### src/design/packed_quaternion_decode_top_assert.svh
// ----------------------------------------------------------------------------
// Packed quaternion decode assertion macros
// Concurrent check macros; they expand to nothing when SYNTHESIS is defined.
// ----------------------------------------------------------------------------
`ifndef PACKED_QUATERNION_DECODE_TOP_ASSERT_SVH
`define PACKED_QUATERNION_DECODE_TOP_ASSERT_SVH

`ifndef SYNTHESIS

// Property that must hold at every clock edge outside reset.
`define PQD_ASSERT(lbl, clk, rstn, prop, msg) \
    lbl: assert property (@(posedge clk) disable iff (!rstn) prop) \
        else $error(msg);

// Condition in one cycle implies a consequence in the next cycle.
`define PQD_ASSERT_NEXT(lbl, clk, rstn, ante, cons, msg) \
    lbl: assert property (@(posedge clk) disable iff (!rstn) (ante) |=> (cons)) \
        else $error(msg);

`else

`define PQD_ASSERT(lbl, clk, rstn, prop, msg)

`define PQD_ASSERT_NEXT(lbl, clk, rstn, ante, cons, msg)

`endif

`endif

### src/design/pqd_pkg.sv
// ----------------------------------------------------------------------------
// Packed quaternion decode package
// Shared formats, derived widths and types of the smallest-three decoder.
// ----------------------------------------------------------------------------
package pqd_pkg;

    // Packed word format
    localparam int WORD_BITS     = 32;
    localparam int CODE_BITS     = 10;
    localparam int N_CODES       = 3;
    localparam int SLOT_LSB      = 30;
    localparam int SLOT_BITS     = 2;
    localparam int EXT_BITS      = WORD_BITS + N_CODES * CODE_BITS;

    // Result format
    localparam int OUT_FRAC_BITS = 15;
    localparam int OUT_BITS      = 16;
    localparam int N_LANES       = N_CODES + 1;

    // Code scale: M = 2^CODE_BITS - 1, denominator M^2
    localparam int CODE_MAX      = (1 << CODE_BITS) - 1;
    localparam int DEN           = CODE_MAX * CODE_MAX;
    localparam int SQR_BITS      = 2 * CODE_BITS;
    localparam int SUM_BITS      = SQR_BITS + 2;
    localparam int V_BITS        = SQR_BITS + 1;

    // Root search: largest s with s^2 * DEN <= V << SHIFT
    localparam int SHIFT         = 2 * OUT_FRAC_BITS + 1;
    localparam int R_BITS        = V_BITS + SHIFT;
    localparam int ROOT_BITS     = OUT_FRAC_BITS + 1;

    // Saturation limits of the result magnitude
    localparam int OUT_MAX       = (1 << (OUT_BITS - 1)) - 1;
    localparam int POS_CAP       = ((1 << OUT_FRAC_BITS) - 1 < OUT_MAX) ?
                                   (1 << OUT_FRAC_BITS) - 1 : OUT_MAX;
    localparam int NEG_CAP       = ((1 << OUT_FRAC_BITS) < OUT_MAX + 1) ?
                                   (1 << OUT_FRAC_BITS) : OUT_MAX + 1;

    // Position of the rebuilt component in w,x,y,z order
    typedef enum logic [SLOT_BITS-1:0] {
        SLOT_W = 2'd0,
        SLOT_X = 2'd1,
        SLOT_Y = 2'd2,
        SLOT_Z = 2'd3
    } t_slot;

    typedef logic [R_BITS-1:0] t_wide;

    // Data handed from one root cell to the next
    typedef struct packed {
        t_wide                 rem;
        t_wide                 acc;
        logic [ROOT_BITS-1:0]  root;
    } t_root_st;

    // Side information that travels beside the root chain
    typedef struct packed {
        t_slot                 slot;
        logic [N_CODES-1:0]    neg;
    } t_tag;

    typedef struct packed {
        logic signed [OUT_BITS-1:0] quat_w;
        logic signed [OUT_BITS-1:0] quat_x;
        logic signed [OUT_BITS-1:0] quat_y;
        logic signed [OUT_BITS-1:0] quat_z;
    } t_quat;

endpackage

### src/design/pqd_root_cell.sv
// ----------------------------------------------------------------------------
// Packed quaternion decode root cell
// Resolves one bit of s in s^2 * M^2 <= V << SHIFT and hands on the rest.
// ----------------------------------------------------------------------------
module pqd_root_cell (
    input  logic               i_clk,
    input  logic               i_en,
    input  pqd_pkg::t_wide     i_step,
    input  pqd_pkg::t_root_st  i_st,
    output pqd_pkg::t_root_st  o_st
);

    // i_step is M^2 * 4^k for this cell's bit k; acc is (s * M^2) << (k + 1)
    logic [pqd_pkg::R_BITS:0]  delta;
    logic                      take;
    pqd_pkg::t_root_st         n_st;
    pqd_pkg::t_root_st         r_st;

    always_comb begin
        delta = {1'b0, i_st.acc} + {1'b0, i_step};
        take  = (delta <= {1'b0, i_st.rem});
        n_st.rem  = take ? (i_st.rem - delta[pqd_pkg::R_BITS-1:0]) : i_st.rem;
        // rescale acc for the next bit down, adding the new bit's share
        n_st.acc  = (i_st.acc >> 1) + (take ? i_step : '0);
        n_st.root = {i_st.root[pqd_pkg::ROOT_BITS-2:0], take};
    end

    always_ff @(posedge i_clk) begin
        if (i_en) begin
            r_st <= n_st;
        end
    end

    assign o_st = r_st;

endmodule

### config.mk
export PLATFORM = sky130hd
export DESIGN_NAME = pqd_root_cell
export DESIGN_NICKNAME = d
export VERILOG_FILES = /design/src/design/packed_quaternion_decode_top_assert.svh /design/src/design/pqd_pkg.sv /design/src/design/pqd_root_cell.sv
export SDC_FILE = /design/constraint.sdc
export NUM_CORES = 1
export LEC_CHECK = 0
export BUFFER_PORTS_ARGS = -buffer_cell sky130_fd_sc_hd__buf_2
export CELL_PAD_IN_SITES_DETAIL_PLACEMENT = 1
export CELL_PAD_IN_SITES_GLOBAL_PLACEMENT = 1
export CORE_ASPECT_RATIO = 1.1
export CORE_MARGIN = 8
export CORE_UTILIZATION = 40
export CTS_CLUSTER_DIAMETER = 120
export DETAILED_ROUTE_END_ITERATION = 8
export PLACE_DENSITY = 0.86
export RECOVER_POWER = 25
export REMOVE_ABC_BUFFERS = 1
export SLEW_MARGIN = 10
export SYNTH_ARGS = -nofsm -noshare
export SYNTH_HDL_FRONTEND = slang
export SYNTH_SLANG_ARGS = --single-unit
### constraint.sdc
create_clock -name i_clk -period 11 [get_ports i_clk]
set_input_delay 1.1 -clock i_clk [delete_from_list [all_inputs] [get_ports i_clk]]
set_output_delay 1.1 -clock i_clk [all_outputs]
set_load 0.03 [all_outputs]
==> reports/metrics.yaml <==
synth:
  synthFlopType: "edfxtp_1"
  synth_area_leaders: "edfxtp_1 (26%), ha_1 (18%), a21oi_1 (5.4%)"
  yosysSeqAreaShare_pct: 25.65
  synthArstFlopShare_pct: 0
  yosysWarnings: 0
  synth_edf_count: 120
  ys_types: 73
  syn-instance-count: 1646
  synth.cell_area_um2: 14050
  avgSynthCellArea_um2: 8.533
  yosysTopAreaCellShare_pct: 25.65
  ys_ff_latch: 120
  yosysTopAreaCell: "edfxtp_1"
sta:
  slew_viol_final: 60
  max_freq_mhz: 105.6
  maxSlewHeadroom_pct: -130.1
  fin_crit_sh_pct: 86.11
  worst_slew_pin_slew_ns: 3.451
  setup_viol: 0
  tns_ns: 0
  hold_viol: 0
  period_minus_slack_ns: 9.472
  rsz0062_at_grt: "false"
layout:
  fin_area_um2: 16430
  multi_input_area_um2: 9692
  syn_to_final_growth_pct: 16.98
  regArea_um2: 3603
  largest_reg_flops: 120
  layout-drive-gt1-share_pct: 18.04
  fillers: 4314
  layout.nets: 2282
clock_tree:
  ctsResizeCount: 0
  cts-root-buf: "clkbuf_16"
  cts_buffers: 17
  postCtsSetupBuffers: 0
  ctsLongestPathBuffers: 2
  clk_pin_slew_ns: 0.06
  cts_hold_buf: 0
  cts_htree_levels: 4
  clock_sinks: 120
  cts_tree: "yes"
power_and_ir_drop:
  power.total_uw: 2886
  power.density_nw_per_um2: 175.7
  vdd_drop_max_mv: 0.1190
  leakagePower_uw: 0.008041
placed_design:
  hpwl_mm: 40.79
  gp_congestion: 0.9429
  place_area_um2: 15850
  numPortBuffers: 292
status:
  violations: "max-capacitance violations, max-slew violations"
  status: "finished with violations"
floorplanning:
  die_area_um2: 41370
  fp.dieH_um: 212.5
  boundaryPins: 294
  rows: 72
  initial_utilization_pct: 40.29
  core_area_um2: 34860
  die_w_um: 194.7
global_route:
  grt_pass1_wl_mm: 78.29
  overflow: 0
  grt_antenna_before_repair: 16
  grt_start_max_net_pins: 63
  grt.total_usage_pct: 23.76
  grt_pass1_vias: 14720
flow_run:
  cap_violations: 1
setup_path:
  path_common_cell: "a21oi_1"
  cp-start-kind: "input port"
  critPathKind: "in -> reg"
  path_max_fanout: 21
  cp_data_arrival_time_ns: 9.68
  slowest_delay_ns: 0.59
  cp.required_ns: 11.21
  cp-end-kind: "flip-flop"
  slowest_stage: "o41ai_1"
routing:
  viasPerCell: 5.773
  drt-total-wl_mm: 50.18
  first_pass_iters: 4
  vias: 13640
  drt_iter0_drc: 557
  drc_errors: 0
  wl_per_cell_um: 21.25
  route.antenna.remaining_nets: 0
hold_path:
  hold_path_class: "in -> reg"
==> report_power, final <==
part           leakage, µW  total, µW  switching, µW  internal, µW
logic              0.00658       1620           1040           579
clock network     0.000289        590            252           338
registers          0.00117        681           29.2           652
==> worst max-delay path: cells and delay by family <==
kind	cells	cell delay (ns)
AO/OA/AOI/OAI	18	4.69
XOR/XNOR	2	0.34
adder cells (fa/ha/maj)	3	0.97
buffers and inverters	2	0.42
AND/OR/NAND/NOR	9	2.12
==> path summary, 6_finish.rpt <==
kind,slack [ns],endpoint,from,cells after the start
max,1.53,o_st[67],i_step[5],34
min,0.82,o_st[14],i_st[13],1
==> synth_stat cells (11+ instances only) <==
| cell | n |
|---|---|
| edfxtp_1 | 120 |
| and3_1 | 75 |
| nor3_1 | 22 |
| clkbuf_1 | 49 |
| xor2_1 | 58 |
| a21oi_1 | 152 |
| o21bai_1 | 18 |
| o21ai_0 | 105 |
| o21a_1 | 23 |
| ha_1 | 206 |
| inv_1 | 126 |
| nor2b_1 | 17 |
| xnor2_1 | 84 |
| nand2b_1 | 13 |
| a31oi_1 | 24 |
| a211oi_1 | 12 |
| nand3_1 | 69 |
| nor2_1 | 73 |
| nand4_1 | 19 |
| a21o_1 | 94 |
| buf_2 | 13 |
| nand2_1 | 106 |
| and2_1 | 11 |
| mux2i_1 | 16 |
==> metrics by stage <==
step	utilization, %	cells	setup WS [ns]	hold WS, ns
floorplan	-	1580	0.9434	1.199
global placement	45.46	2324	1.300	1.276
detailed placement	45.46	2324	1.180	1.278
CTS	47.16	2356	1.597	0.7890
global route	47.11	2359	1.030	0.7983
finish	47.13	2362	1.528	0.8169
==> layer usage <==
| layer | part of all wire, % | vias up | global-route usage (%) |
|---|---|---|---|
| li1 | - | 6533 | - |
| met1 | 40 | 6596 | 25.21 |
| met2 | 50 | 378 | 43.79 |
| met3 | 6.3 | 109 | 6.823 |
| met4 | 3.6 | 20 | 9.802 |
| met5 | 0.27 | - | 0 |
==> final cells by class <==
class,instances,area share [%]
multi-input combinational,1334,58.99
sequential,120,21.93
timing repair buffer,300,9.115
tap,444,3.381
inverter,126,2.878
clock buffer,17,2.589
clock inverter,15,1.028
antenna,6,0.09138
==> cells in the final DEF (no fill, tap or decap), types with 7 or more instances in the layout <==
| cell type | netlist | layout |
|---|---|---|
| a21oi_1 | 152 | 152 |
| inv_1 | 126 | 126 |
| xor2_1 | 58 | 58 |
| ha_1 | 206 | 206 |
| a211oi_1 | 12 | 12 |
| o211ai_1 | 8 | 8 |
| clkbuf_1 | 49 | 19 |
| mux2i_1 | 16 | 16 |
| o31ai_1 | 9 | 9 |
| a21o_1 | 94 | 94 |
| nand2_1 | 106 | 106 |
| nand3_1 | 69 | 69 |
| or3_1 | 7 | 7 |
| o21bai_1 | 18 | 18 |
| o21ai_0 | 105 | 105 |
| edfxtp_1 | 120 | 120 |
| nand4_1 | 19 | 19 |
| nor4_1 | 9 | 9 |
| a31oi_1 | 24 | 24 |
| a21boi_0 | 9 | 9 |
| nor3_1 | 22 | 22 |
| and3_1 | 75 | 75 |
| o21a_1 | 23 | 23 |
| and2_1 | 11 | 10 |
| nor2b_1 | 17 | 17 |
| buf_2 | 13 | 273 |
| a31o_2 | 7 | 7 |
| xnor2_1 | 84 | 84 |
| buf_4 | 2 | 8 |
| nor2_1 | 73 | 73 |
| nand2b_1 | 13 | 13 |
| clkbuf_16 | 0 | 17 |
==> kinds of logic after synthesis <==
| family | synth area share (%) |
|---|---|
| AO/OA/AOI/OAI | 24.10 |
| XOR/XNOR | 8.970 |
| adder cells (fa/ha/maj) | 18.78 |
| buffers and inverters | 5.434 |
| flip-flops | 25.65 |
| multiplexers | 1.301 |
| AND/OR/NAND/NOR | 15.77 |
Power figures use the tool's default switching activity.
