--- src/design/packed_quaternion_decode_top_assert.svh ---
// ----------------------------------------------------------------------------
// Packed quaternion decode assertion macros
// Concurrent check macros; they expand to nothing when SYNTHESIS is defined.
// ----------------------------------------------------------------------------
`ifndef PACKED_QUATERNION_DECODE_TOP_ASSERT_SVH
`define PACKED_QUATERNION_DECODE_TOP_ASSERT_SVH

`ifndef SYNTHESIS

// Property that must hold at every clock edge outside reset.
`define PQD_ASSERT(lbl, clk, rstn, prop, msg) \
    lbl: assert property (@(posedge clk) disable iff (!rstn) prop) \
        else $error(msg);

// Condition in one cycle implies a consequence in the next cycle.
`define PQD_ASSERT_NEXT(lbl, clk, rstn, ante, cons, msg) \
    lbl: assert property (@(posedge clk) disable iff (!rstn) (ante) |=> (cons)) \
        else $error(msg);

`else

`define PQD_ASSERT(lbl, clk, rstn, prop, msg)

`define PQD_ASSERT_NEXT(lbl, clk, rstn, ante, cons, msg)

`endif

`endif

--- src/design/pqd_pkg.sv ---
// ----------------------------------------------------------------------------
// Packed quaternion decode package
// Shared formats, derived widths and types of the smallest-three decoder.
// ----------------------------------------------------------------------------
package pqd_pkg;

    // Packed word format
    localparam int WORD_BITS     = 32;
    localparam int CODE_BITS     = 10;
    localparam int N_CODES       = 3;
    localparam int SLOT_LSB      = 30;
    localparam int SLOT_BITS     = 2;
    localparam int EXT_BITS      = WORD_BITS + N_CODES * CODE_BITS;

    // Result format
    localparam int OUT_FRAC_BITS = 15;
    localparam int OUT_BITS      = 16;
    localparam int N_LANES       = N_CODES + 1;

    // Code scale: M = 2^CODE_BITS - 1, denominator M^2
    localparam int CODE_MAX      = (1 << CODE_BITS) - 1;
    localparam int DEN           = CODE_MAX * CODE_MAX;
    localparam int SQR_BITS      = 2 * CODE_BITS;
    localparam int SUM_BITS      = SQR_BITS + 2;
    localparam int V_BITS        = SQR_BITS + 1;

    // Root search: largest s with s^2 * DEN <= V << SHIFT
    localparam int SHIFT         = 2 * OUT_FRAC_BITS + 1;
    localparam int R_BITS        = V_BITS + SHIFT;
    localparam int ROOT_BITS     = OUT_FRAC_BITS + 1;

    // Saturation limits of the result magnitude
    localparam int OUT_MAX       = (1 << (OUT_BITS - 1)) - 1;
    localparam int POS_CAP       = ((1 << OUT_FRAC_BITS) - 1 < OUT_MAX) ?
                                   (1 << OUT_FRAC_BITS) - 1 : OUT_MAX;
    localparam int NEG_CAP       = ((1 << OUT_FRAC_BITS) < OUT_MAX + 1) ?
                                   (1 << OUT_FRAC_BITS) : OUT_MAX + 1;

    // Position of the rebuilt component in w,x,y,z order
    typedef enum logic [SLOT_BITS-1:0] {
        SLOT_W = 2'd0,
        SLOT_X = 2'd1,
        SLOT_Y = 2'd2,
        SLOT_Z = 2'd3
    } t_slot;

    typedef logic [R_BITS-1:0] t_wide;

    // Data handed from one root cell to the next
    typedef struct packed {
        t_wide                 rem;
        t_wide                 acc;
        logic [ROOT_BITS-1:0]  root;
    } t_root_st;

    // Side information that travels beside the root chain
    typedef struct packed {
        t_slot                 slot;
        logic [N_CODES-1:0]    neg;
    } t_tag;

    typedef struct packed {
        logic signed [OUT_BITS-1:0] quat_w;
        logic signed [OUT_BITS-1:0] quat_x;
        logic signed [OUT_BITS-1:0] quat_y;
        logic signed [OUT_BITS-1:0] quat_z;
    } t_quat;

endpackage

--- src/design/pqd_assemble.sv ---
// ----------------------------------------------------------------------------
// Packed quaternion decode assembly
// Rounds the roots, applies signs and limits, and places the rebuilt one.
// ----------------------------------------------------------------------------
module pqd_assemble (
    input  logic                            i_clk,
    input  logic                            i_en,
    input  logic [pqd_pkg::ROOT_BITS-1:0]   i_root [pqd_pkg::N_LANES],
    input  pqd_pkg::t_tag                   i_tag,
    output pqd_pkg::t_quat                  o_quat
);

    logic [pqd_pkg::OUT_BITS-1:0]  comp [pqd_pkg::N_LANES];
    pqd_pkg::t_quat                n_quat;
    pqd_pkg::t_quat                r_quat;

    // Nearest integer from the floor root: n = (s + 1) / 2, then limit and sign
    function automatic logic [pqd_pkg::OUT_BITS-1:0] to_fixed(
        input logic [pqd_pkg::ROOT_BITS-1:0] s,
        input logic                          neg
    );
        logic [pqd_pkg::ROOT_BITS:0]   inc;
        logic [pqd_pkg::ROOT_BITS-1:0] mag;
        inc = {1'b0, s} + (pqd_pkg::ROOT_BITS + 1)'(1);
        mag = inc[pqd_pkg::ROOT_BITS:1];
        if (neg) begin
            if (mag > pqd_pkg::ROOT_BITS'(pqd_pkg::NEG_CAP)) begin
                mag = pqd_pkg::ROOT_BITS'(pqd_pkg::NEG_CAP);
            end
            return pqd_pkg::OUT_BITS'(0) - pqd_pkg::OUT_BITS'(mag);
        end else begin
            if (mag > pqd_pkg::ROOT_BITS'(pqd_pkg::POS_CAP)) begin
                mag = pqd_pkg::ROOT_BITS'(pqd_pkg::POS_CAP);
            end
            return pqd_pkg::OUT_BITS'(mag);
        end
    endfunction

    always_comb begin
        for (int i = 0; i < pqd_pkg::N_CODES; i++) begin
            comp[i] = to_fixed(i_root[i], i_tag.neg[i]);
        end
        comp[pqd_pkg::N_CODES] = to_fixed(i_root[pqd_pkg::N_CODES], 1'b0);

        // decoded components keep their code order around the rebuilt one
        unique case (i_tag.slot)
            pqd_pkg::SLOT_W: begin
                n_quat.quat_w = comp[3];
                n_quat.quat_x = comp[0];
                n_quat.quat_y = comp[1];
                n_quat.quat_z = comp[2];
            end
            pqd_pkg::SLOT_X: begin
                n_quat.quat_w = comp[0];
                n_quat.quat_x = comp[3];
                n_quat.quat_y = comp[1];
                n_quat.quat_z = comp[2];
            end
            pqd_pkg::SLOT_Y: begin
                n_quat.quat_w = comp[0];
                n_quat.quat_x = comp[1];
                n_quat.quat_y = comp[3];
                n_quat.quat_z = comp[2];
            end
            pqd_pkg::SLOT_Z: begin
                n_quat.quat_w = comp[0];
                n_quat.quat_x = comp[1];
                n_quat.quat_y = comp[2];
                n_quat.quat_z = comp[3];
            end
        endcase
    end

    always_ff @(posedge i_clk) begin
        if (i_en) begin
            r_quat <= n_quat;
        end
    end

    assign o_quat = r_quat;

endmodule

--- config.mk ---
export PLATFORM = sky130hd
export DESIGN_NAME = pqd_assemble
export DESIGN_NICKNAME = d
export VERILOG_FILES = /design/src/design/packed_quaternion_decode_top_assert.svh /design/src/design/pqd_pkg.sv /design/src/design/pqd_assemble.sv
export SDC_FILE = /design/constraint.sdc
export NUM_CORES = 1
export LEC_CHECK = 0
export CORE_UTILIZATION = 45
export DETAILED_ROUTE_END_ITERATION = 10
export DONT_BUFFER_PORTS = 1
export GPL_TIMING_DRIVEN = 0
export HOLD_SLACK_MARGIN = 0.05
export PLACE_DENSITY_LB_ADDON = 0.15
export SLEW_MARGIN = 20
export SYNTH_ARGS = -nofsm -noshare
export SYNTH_HDL_FRONTEND = slang
export SYNTH_SLANG_ARGS = --single-unit
--- constraint.sdc ---
create_clock -name i_clk -period 3.7 [get_ports i_clk]
set_input_delay 0.37 -clock i_clk [delete_from_list [all_inputs] [get_ports i_clk]]
set_output_delay 0.37 -clock i_clk [all_outputs]
set_load 0.01 [all_outputs]
==> results.yml <==
status:
  outcome: "completed"
critical_path:
  critPathBufInv: 2
  startpoint_type: "input port"
  critPathSlowestCell: "nor4_4"
  max_stage_delay_ns: 0.35
  timing.critical_path.depth: 19
  path_delay_family: "simple AND/OR/NAND/NOR gates"
  endpoint_kind: "register"
  crit_top_cell: "buf_4"
  critical_path_class: "input port to register"
  crit_arrival_ns: 3.71
  worstPathRequired_ns: 3.78
  worstPathMaxFanout: 7
  path_cells: "buf_4 > nand4_4 > nor4_4 > mux2i_1 > nor2_1 > nand4_1 > nand2_2 > nand2_4 > ha_4 > nand2b_1 > mux2i_2 > o311ai_2 > or2_4 > buf_4 > nor4_1 > a21oi_1 > a21oi_2 > mux2_4 > o21ai_4"
  startpoint: "i_root[24]"
hold_path:
  min_from: "i_en"
  holdPathStages: 0
  hold_path_class: "input port to register"
clock_tree:
  clk_pin_slew_worst_paths_ns: 0.05
  cts_inserted_buffers: 9
  cts_tree: "done"
  h-tree-depth: 3
  ctsRootBufferMaster: "clkbuf_16"
  clock_sinks: 64
  clockBufferDepth: 2
  postCtsHoldBufs: 0
drt:
  dr.pass1.iters: 6
  drt_iter0_drc: 804
  viasPerCell: 6.44
  routed_wl_um: 23100
  post-route-drc-count: 0
  wire_per_inst_um: 20.8
  final_antenna_net_count: 0
  vias: 7138
cells_and_area:
  n_fill_cell: 1437
  num_antenna_cells: 0
  finish.instance_area_um2: 8000
  fin_util_pct: 52.8
  largest_reg_flops: 64
  drive_gt1_share_pct: 15.5
  nets: 993
  area_delta_synth_final_pct: 15.4
synthesis:
  synthFlopType: "edfxtp_1"
  syn_nets: 954
  synthCells: 876
  async_flop_share_pct: 0
  yosysUniqueCellTypes: 89
  syn-mean-instance-area_um2: 7.92
  ys_seq_area_share_pct: 27.7
  synth_edf_count: 64
  synth.cell_area_um2: 6940
  ys_ff_latch: 64
  synth_warnings: 0
place:
  hpwl_um: 16900
  place_area_um2: 7200
  gp_congestion: 0.919
  io_buffers: 0
run:
  cap_violations: 0
global_routing:
  grt_pass1_wl_um: 35000
  grt_usage_pct: 28.0
  grt_pass1_vias: 6348
  grt_max_degree: 65
  gr-total-overflow: 0
  antenna_found_initial: 0
die:
  io_pins: 135
  rows: 45
  dieArea_um2: 15900
  start_util_pct: 45.8
  die_h_um: 126
  coreArea_um2: 15100
  die_w_um: 126
power_and_ir_drop:
  vdd_drop_max_mv: 0.162
  p_total_mw: 2.40
  p_leak_nw: 2.78
  p_per_area_nw_per_um2: 299
timing:
  tightest_slew_ns: 0.788
  maxSlewHeadroom_pct: 46.9
  finalCritPeriodShare_pct: 98.2
  max_clock_freq_mhz: 275
  hold_viol: 0
  grt_setup_unrepaired: "true"
  setup_viol: 0
  maxSlewViolCount: 0
  fin_crit_ns: 3.63
cell families after synthesis:
| logic type | Yosys count | synth area share [%] |
|---|---|---|
| compound gates | 255 | 24.5 |
| xor+xnor | 72 | 9.47 |
| fa+ha+maj | 7 | 1.26 |
| buf+inv | 82 | 5.52 |
| flops | 64 | 27.7 |
| mux | 24 | 3.61 |
| simple gates | 372 | 27.9 |
final cells by class:
type / count / area [um2] / area share, %
repair buffers: 31 / 233 / 2.91
inverters: 16 / 60.1 / 0.751
plain buffers: 63 / 342 / 4.27
flip-flops and latches: 64 / 1920 / 24.0
clock buffers: 10 / 229 / 2.86
multi-input cells: 730 / 4920 / 61.5
well taps: 188 / 235 / 2.94
clock inverters: 6 / 60.1 / 0.751
routing by layer:
metal  GRT usage, %  up-vias  routed length (um)
li1               -     3377                   -
met1           38.1     3399                9930
met2           45.1      319               10800
met3           5.78       43                1840
met4           7.16        0                 435
met5              0        -                   0
power by group:
part	switching [mW]	total, mW	internal, mW
clock network	0.307	0.824	0.517
logic	0.375	0.592	0.217
registers	0.0761	0.980	0.904
cells in the mapped netlist (all sizes together) (6+ instances only):
library cell / number / area (um2)
xor2: 36 / 334
or4: 8 / 60.1
inv: 15 / 56.3
a21boi: 7 / 52.6
a22o: 6 / 52.6
and4: 7 / 61.3
nor2: 81 / 312
ha: 7 / 87.6
nor3: 29 / 160
a311oi: 7 / 61.3
and2: 15 / 95.1
a31oi: 15 / 93.8
o211ai: 13 / 97.6
edfxtp: 64 / 1920
a211oi: 10 / 75.1
o22ai: 6 / 37.5
a22oi: 6 / 45.0
xnor2: 36 / 323
and3: 22 / 141
a21oi: 62 / 310
mux2i: 19 / 190
buf: 24 / 146
nor4: 11 / 81.3
o21ai: 60 / 304
nand3: 42 / 215
a21o: 8 / 60.1
o31ai: 8 / 60.1
or3: 9 / 56.3
nand4: 27 / 190
nand2: 93 / 354
clkbuf: 42 / 176
timing repair:
item                       CTS  global route
pin swaps                   10            18
hold endpoints to repair     0             0
setup buffers               17            14
resized for setup           25            32
setup endpoints to repair   17            18
path summary, 6_finish.rpt:
kind,endpoint,slack [ns]
setup / recovery,o_quat[30],0.07
hold / removal,o_quat[57],0.15
cell usage in the layout (no fill, tap or decap), drive strengths merged, types with 5 or more instances in the layout:
cell type	netlist	final
xor2	36	36
or3	9	9
buf	24	52
o31ai	8	8
a22oi	6	6
xnor2	36	36
a21oi	62	62
a22o	6	6
mux2	5	5
nor3b	5	5
nor2	81	81
a211oi	10	10
nor4	11	11
nor3	29	29
nand3	42	42
a21boi	7	7
o21ai	60	60
ha	7	7
clkbuf	42	52
clkinv	1	5
edfxtp	64	64
a21o	8	8
o22ai	6	6
mux2i	19	19
nand2b	5	5
o211ai	13	13
nand2	93	93
or4	8	8
a311oi	7	7
and2	15	15
inv	15	15
and4	7	7
a31oi	15	15
a211o	5	5
and3	22	22
nand4	27	27
through the flow:
stage               hold slack (ns)  TNS, ns  setup slack (ns)  cells
floorplan                     0.482        0            0.0234    876
global placement              0.492   -11.61            -0.729   1064
detailed placement            0.487   -11.22            -0.739   1064
CTS                           0.145        0            0.0186   1095
global route                  0.139   -0.121           -0.0645   1108
finish                        0.154        0            0.0651   1108
No activity file was read; power rests on OpenSTA's default activity.
